### src/rtl/core/postfix_expression_evaluator_defines.svh
// Assertion macros shared by the evaluator RTL.
`ifndef POSTFIX_EXPRESSION_EVALUATOR_DEFINES_SVH
`define POSTFIX_EXPRESSION_EVALUATOR_DEFINES_SVH
// Assert that an antecedent implies a consequent in the same cycle.
`define PEE_ASSERT_IMP(label, clk, rst, ante, cons, msg) \
   label: assert property (@(posedge clk) disable iff (rst) (ante) |-> (cons)) else $error(msg);
// Assert that an antecedent implies a consequent in the next cycle.
`define PEE_ASSERT_NEXT(label, clk, rst, ante, cons, msg) \
   label: assert property (@(posedge clk) disable iff (rst) (ante) |=> (cons)) else $error(msg);
`endif

### src/rtl/core/pee_pkg.sv
// Package with types, constants and commands of the postfix evaluator.
package pee_pkg;
   localparam int unsigned StackDepth = 128;
   localparam int unsigned PtrW = $clog2(StackDepth);
   localparam int unsigned CntW = $clog2(StackDepth + 1);
   localparam int unsigned DataW = 32;

   localparam logic [7:0] ChZero = 8'h30;
   localparam logic [7:0] ChNine = 8'h39;
   localparam logic [7:0] ChAdd = 8'h2B;
   localparam logic [7:0] ChSub = 8'h2D;
   localparam logic [7:0] ChMul = 8'h2A;
   localparam logic [7:0] ChDiv = 8'h2F;
   localparam logic [7:0] ChPow = 8'h5E;

   typedef enum logic [2:0] {
      OP_ADD, OP_SUB, OP_MUL, OP_DIV, OP_POW
   } op_type;

   // Controller to datapath commands.
   typedef struct packed {
      logic       start;      // launch arithmetic on lhs/rhs
      op_type     op;
      logic       load_rhs;   // capture read data (or -1) as rhs
      logic       load_lhs;
      logic       pop_empty;  // popped operand is -1
   } cmd_type;

   // Datapath to controller status.
   typedef struct packed {
      logic             done;
      logic             div_zero;
      logic [DataW-1:0] result;
   } stat_type;
endpackage

### src/rtl/core/pee_control.sv
// Controller: decodes characters, drives the stack and the output register.
module pee_control (
   input  logic                  clock,
   input  logic                  reset,
   input  logic                  req_tvalid,
   output logic                  req_tready,
   input  logic [7:0]            req_tdata,
   input  logic                  req_tlast,
   output logic                  rsp_tvalid,
   input  logic                  rsp_tready,
   output logic [39:0]           rsp_tdata,
   output pee_pkg::cmd_type      cmd,
   input  pee_pkg::stat_type     stat,
   output logic                  wr_en,
   output logic [pee_pkg::PtrW-1:0] wr_addr,
   output logic [31:0]           wr_data,
   output logic [pee_pkg::PtrW-1:0] rd_addr,
   input  logic [31:0]           rd_data
);
   import pee_pkg::*;

   typedef enum logic [2:0] {
      S_IDLE, S_POP1, S_POP2, S_POP2W, S_EXEC, S_WAIT, S_FIN, S_FINR
   } state_type;

   state_type         state_ff;
   logic [CntW-1:0]   count_ff;
   logic              unf_ff, ovf_ff, dz_ff, last_ff;
   op_type            op_ff;
   logic              empty1_ff;
   logic              rsp_valid_ff;
   logic [39:0]       rsp_data_ff;
   logic              is_digit, is_op;
   op_type            dec_op;
   logic              full;
   logic [CntW-1:0]   count_m1;
   logic [31:0]       top_val;
   logic              rsp_load;

   assign is_digit = (req_tdata >= ChZero) && (req_tdata <= ChNine);
   assign full = (count_ff == CntW'(StackDepth));
   assign count_m1 = count_ff - CntW'(1);

   // Decode operator characters.
   always_comb begin
      is_op = 1'b1;
      dec_op = OP_ADD;
      unique case (req_tdata)
         ChAdd: dec_op = OP_ADD;
         ChSub: dec_op = OP_SUB;
         ChMul: dec_op = OP_MUL;
         ChDiv: dec_op = OP_DIV;
         ChPow: dec_op = OP_POW;
         default: is_op = 1'b0;
      endcase
   end

   assign req_tready = (state_ff == S_IDLE) && !(req_tlast && rsp_valid_ff);

   // Drive stack reads and pushes.
   always_comb begin
      rd_addr = count_m1[PtrW-1:0];
      wr_en = 1'b0;
      wr_addr = count_ff[PtrW-1:0];
      wr_data = stat.result;
      cmd = '0;
      cmd.op = op_ff;
      if (state_ff == S_IDLE && req_tvalid && req_tready && is_digit && !full) begin
         wr_en = 1'b1;
         wr_data = {24'd0, req_tdata - ChZero};
      end
      if (state_ff == S_POP1) begin
         cmd.load_rhs = 1'b1;
         cmd.pop_empty = empty1_ff;
      end
      if (state_ff == S_POP2) begin
         cmd.load_lhs = 1'b1;
         cmd.pop_empty = empty1_ff;
      end
      if (state_ff == S_EXEC) cmd.start = 1'b1;
      if (state_ff == S_WAIT && stat.done) wr_en = 1'b1;
   end

   assign top_val = (count_ff == '0) ? 32'hFFFF_FFFF : rd_data;
   assign rsp_load = (state_ff == S_FINR) && (!rsp_valid_ff || rsp_tready);

   // Hold state, counters, flags and the output register.
   always_ff @(posedge clock) begin
      if (reset) begin
         state_ff <= S_IDLE;
         count_ff <= '0;
         unf_ff <= 1'b0;
         ovf_ff <= 1'b0;
         dz_ff <= 1'b0;
         rsp_valid_ff <= 1'b0;
         last_ff <= 1'b0;
         empty1_ff <= 1'b0;
         op_ff <= OP_ADD;
      end else begin
         if (rsp_load) rsp_valid_ff <= 1'b1;
         else if (rsp_valid_ff && rsp_tready) rsp_valid_ff <= 1'b0;
         unique case (state_ff)
            S_IDLE: begin
               if (req_tvalid && req_tready) begin
                  last_ff <= req_tlast;
                  if (is_digit) begin
                     if (full) ovf_ff <= 1'b1;
                     else count_ff <= count_ff + CntW'(1);
                     state_ff <= req_tlast ? S_FIN : S_IDLE;
                  end else if (is_op) begin
                     op_ff <= dec_op;
                     empty1_ff <= (count_ff == '0);
                     if (count_ff == '0) unf_ff <= 1'b1;
                     else count_ff <= count_m1;
                     state_ff <= S_POP1;
                  end else begin
                     state_ff <= req_tlast ? S_FIN : S_IDLE;
                  end
               end
            end
            S_POP1: begin
               empty1_ff <= (count_ff == '0);
               if (count_ff == '0) unf_ff <= 1'b1;
               else count_ff <= count_m1;
               state_ff <= S_POP2;
            end
            S_POP2: state_ff <= S_POP2W;
            S_POP2W: state_ff <= S_EXEC;
            S_EXEC: state_ff <= S_WAIT;
            S_WAIT: begin
               if (stat.done) begin
                  count_ff <= count_ff + CntW'(1);
                  if (stat.div_zero) dz_ff <= 1'b1;
                  state_ff <= last_ff ? S_FIN : S_IDLE;
               end
            end
            S_FIN: state_ff <= S_FINR;
            S_FINR: begin
               if (rsp_load) begin
                  rsp_data_ff <= {4'd0, dz_ff, ovf_ff, unf_ff, (count_ff == '0), top_val};
                  count_ff <= '0;
                  unf_ff <= 1'b0;
                  ovf_ff <= 1'b0;
                  dz_ff <= 1'b0;
                  state_ff <= S_IDLE;
               end
            end
            default: state_ff <= S_IDLE;
         endcase
      end
   end

   assign rsp_tvalid = rsp_valid_ff;
   assign rsp_tdata = rsp_data_ff;
endmodule

### config.mk
export PLATFORM = sky130hd
export DESIGN_NAME = pee_control
export DESIGN_NICKNAME = d
export VERILOG_FILES = /design/src/rtl/core/postfix_expression_evaluator_defines.svh /design/src/rtl/core/pee_pkg.sv /design/src/rtl/core/pee_control.sv
export SDC_FILE = /design/constraint.sdc
export NUM_CORES = 1
export LEC_CHECK = 0
export BUFFER_PORTS_ARGS = -buffer_cell sky130_fd_sc_hd__buf_2
export CAP_MARGIN = 20
export CORE_UTILIZATION = 26
export CTS_CLUSTER_DIAMETER = 40
export DETAILED_ROUTE_END_ITERATION = 6
export PLACE_DENSITY = 0.53
export SLEW_MARGIN = 25
export SYNTH_ARGS = -nofsm -noshare
export SYNTH_HDL_FRONTEND = slang
export SYNTH_SLANG_ARGS = --single-unit
### constraint.sdc
create_clock -name clock -period 3.8 [get_ports clock]
set_input_delay 0.19 -clock clock [delete_from_list [all_inputs] [get_ports clock]]
set_output_delay 0.19 -clock clock [all_outputs]
set_load 0.05 [all_outputs]
==> summary.md <==
| Metric | Value |
|---|---|
| Status | `finished, final reports clean` |
| Worst-Margin Slew | `roughly 0.99 ns` |
| Placed wire-length estimate | `approximately 7000 um` |
| Clock latency on the worst-skew pair | `0.29 ns` |
| Commonest non-fill, non-tap cells in the layout | `sky130_fd_sc_hd__buf_2 (170), sky130_fd_sc_hd__edfxtp_1 (36), sky130_fd_sc_hd__nand2b_1 (35)` |
| Total of flip-flops plus latches after synthesis | `56` |
| Maximum clock frequency | `about 370 MHz` |
| Vias in the first global route | `2744` |
| Critical register-to-register path endpoint | `count_ff[6]$_SDFFE_PP0P_` |
| Number of flops mapped to enable cells by yosys | `36` |
| All-layer global routing usage | `13.7%` |
| Final hold violation count | `0` |
| Die extent in y | `113 um` |
| Crit path capture type | `primary output` |
| Horiz. Die Dim | `113 um` |
| Syn Std Cell Area | `3220 sq um` |
| Destination of the worst hold path | `rsp_tdata[4]$_SDFFCE_PP1P_` |
| Initial drt markers | `168` |
| Global-route met3 utilization | `2.73%` |
| Via-to-Cell Ratio | `4.78` |
| Worst min-delay path class | `primary input to flip-flop` |
| WP data arrival | `2.48 ns` |
| CTS tree | `yes` |
| Syn. warnings | `0` |
| Detail Route Antenna Nets | `0` |
| Global-route met2 utilization | `23.9%` |
| Final #Nets | `585` |
| Placeable core area | `12000 sq um` |
| Clk sinks | `56` |
| Clock buffers created by TritonCTS | `5` |
| Hold Path Stages | `2` |
| Total I/O pin count | `between 150 and 200` |
| Start of the worst register-to-register path | `count_ff[0]$_SDFFE_PP0P_` |
| Finish-stage setup viols | `0` |
| Avg Cell Area, Syn | `9.16 sq um` |
| Worst slack on hold paths | `around 0.16 ns` |
| Reg-to-reg slack, setup | `1.28 ns` |
| Clock Path Buffers | `2` |
| Fraction of registers with async set/reset | `0%` |
| Clock edge transition at the registers on the reported setup and hold paths | `about 0.07 ns` |
| Data required time of the critical path | `around 3.6 ns` |
| Cell accounting for the most synthesized area | `sky130_fd_sc_hd__edfxtp_1` |
| Detailed-route DRC error count | `0` |
| Busiest layer in global routing | `met2` |
| Number of inserted diodes | `0` |
| Fin crit period | `around 2.7 ns` |
| Reg2reg path depth | `8` |
| Kind of start point of the critical path | `flip-flop` |
| Hold Path Origin | `rd_data[4]` |
| M1 GR Usage | `between 10% and 20%` |
| Initial antenna violation count | `0` |
| Area share of the largest cell type after synthesis | `33.6%` |
| Post-CTS Setup Inserts | `0` |
| Worst setup skew after layout | `0.00870 ns` |
| Share of the yosys chip area belonging to registers | `46.1%` |
| Count of vias placed by the detailed router | `slightly above 3000` |
| Max-capacitance violation count | `0` |
| Number of placement rows | `40` |
| Final setup TNS | `0 ns` |
| Routability congestion estimate | `approximately 0.88` |
| Total of cells resized after clock tree synthesis | `0` |
| Leak Pwr | `0.00184 uW` |
| Number of buffers added on ports | `170` |
| Leftover overflow at the end of global routing | `0` |
| Top fanout value on the critical path | `36` |
| Number of levels the H-tree was split into | `2` |
| IR drop worst, VDD | `407 uV` |
| Buffer cell driving the clock tree root | `sky130_fd_sc_hd__clkbuf_16` |
| Die area | `approximately 13000 sq um` |
| P per Cell Area | `912 nW/um^2` |
| Cell variety after synth | `52` |
| Area growth from synthesis to final layout | `32.0%` |
| Hold_buf cts | `0` |
| Max-slew violation count | `0` |
| Dominant synthesized flop cell | `sky130_fd_sc_hd__edfxtp_1` |
| Maximum number of pins on one net before global-route repair | `39` |
| Class of the most critical setup path | `flip-flop to primary output` |
| Initial core utilization | `26.8%` |
| Fraction of layout cells with a size suffix above 1 | `37.2%` |
| Syn Inst Count | `351` |
| First-pass GRT wire length | `13800 um` |
| Number of optimization iterations in the first detailed-route pass | `6` |
| Worst slew margin relative to its limit | `about a third` |
| Most common library cell in the layout ignoring fill and taps | `sky130_fd_sc_hd__buf_2` |
| Critical Path Slowest Stage Cell | `sky130_fd_sc_hd__or4b_1` |
| RSZ-0062 raised after global routing | `false` |
| CP Cell Sequence | `or4b_1 -> a21oi_1 -> nand3_1 -> buf_4 -> o21ai_1 -> buf_2` |
| Delay of the slowest cell on the worst path | `0.62 ns` |
| Total wire length | `9080 um` |
| Main area contributors after synthesis | `sky130_fd_sc_hd__edfxtp_1 (34%), sky130_fd_sc_hd__dfxtp_1 (12%), sky130_fd_sc_hd__nand2b_1 (6.8%), sky130_fd_sc_hd__and2_1 (5.1%), sky130_fd_sc_hd__nand2_1 (3.7%)` |
| Share of the clock period used by the worst path after layout | `70.4%` |
| Mean routed wirelength per cell | `14.0 um` |
[per-stage QoR]
step                utilization (%)  area (sq um)  total power, uW  instances  setup slack, ns
detailed placement             34.2          4110             3450        640             1.31
finish                         35.3          4250             3870        647             1.13
CTS                            35.3          4250             3910        647             1.12
floorplan                         -          3230             2960        354            0.818
global route                   35.3          4250             4160        647            0.959
global placement               34.2          4110             3450        640             1.38
[where the power goes]
group	total, uW	switching, uW	leakage [uW]	internal, uW
combinational	2450	1750	0.00129	699
sequential	977	148	0.000482	830
clock	441	201	0.0000657	240
total	3870	2100	0.00184	1770
[cell families (layout without fill, tap and decap cells)]
family / after synthesis / after routing / synth area share, %
and+or+nand+nor: 168 / 168 / 28.2
AOI/OAI and AO/OA: 62 / 62 / 12.8
DFF: 56 / 56 / 46.1
buffers and inverters: 46 / 192 / 7.00
xor gates and xnor gates: 8 / 8 / 2.18
adders and majority gates: 6 / 6 / 2.33
muxes: 4 / 4 / 1.25
other: 1 / 4 / 0.117
[layer usage]
| metal | wire, um | vias to the layer above |
|---|---|---|
| met5 | 0 | - |
| met4 | 146 | 0 |
| met3 | 732 | 12 |
| met2 | 4200 | 189 |
| met1 | 4010 | 1386 |
| li1 | - | 1505 |
[sequential cells by signal (all words and copies together), names as in the netlist]
name and cells:
dz_ff 1, unf_ff 1, state_ff 3, count_ff 8, rsp_tdata 36, empty1_ff 1, rsp_tvalid 1, op_ff 3
last_ff 1, ovf_ff 1
[Yosys cell counts, types with 5 or more instances]
master                     number
sky130_fd_sc_hd__buf_4         11
sky130_fd_sc_hd__nor2b_1        5
sky130_fd_sc_hd__nor2_1        20
sky130_fd_sc_hd__edfxtp_1      36
sky130_fd_sc_hd__nand3_1       11
sky130_fd_sc_hd__clkbuf_1      17
sky130_fd_sc_hd__dfxtp_1       20
sky130_fd_sc_hd__inv_1         13
sky130_fd_sc_hd__a21oi_1       22
sky130_fd_sc_hd__nand2_1       32
sky130_fd_sc_hd__and2_1        26
sky130_fd_sc_hd__nor3_1        17
sky130_fd_sc_hd__ha_1           6
sky130_fd_sc_hd__nand2b_1      35
sky130_fd_sc_hd__o21ai_1        8
sky130_fd_sc_hd__xnor2_1        6
[layout make-up]
class / count / area, sq um
clock buffer: 5 / 125
clock inverter: 2 / 12.5
fill: 1232 / 7770
inverter: 13 / 48.8
multi-input combinational: 252 / 1530
sequential: 56 / 1480
tap: 147 / 184
timing repair buffer: 172 / 866
[how the worst max path moves through the flow]
stage                                  start                    endpoint  slack, ns  cells after the start
global placement    count_ff[1]$_SDFFE_PP0P_    count_ff[6]$_SDFFE_PP0P_       1.38                      8
CTS                 state_ff[1]$_SDFFE_PP0P_                  wr_data[4]       1.12                      6
floorplan           state_ff[1]$_SDFFE_PP0P_  rsp_tdata[0]$_SDFFCE_PP1P_       0.82                      3
finish              state_ff[1]$_SDFFE_PP0P_                  wr_data[4]       1.13                      6
detailed placement  count_ff[0]$_SDFFE_PP0P_    count_ff[6]$_SDFFE_PP0P_       1.31                      8
global route        state_ff[1]$_SDFFE_PP0P_                  wr_data[4]       0.96                      6
[critical path, delay by kind of cell (launching register included)]
kind / cells / cell delay, ns
AOI/OAI and AO/OA: 2 / 0.48
DFF: 1 / 0.45
and+or+nand+nor: 2 / 0.75
buffers and inverters: 2 / 0.51
Note: power is estimated with default switching activity, not from simulation.
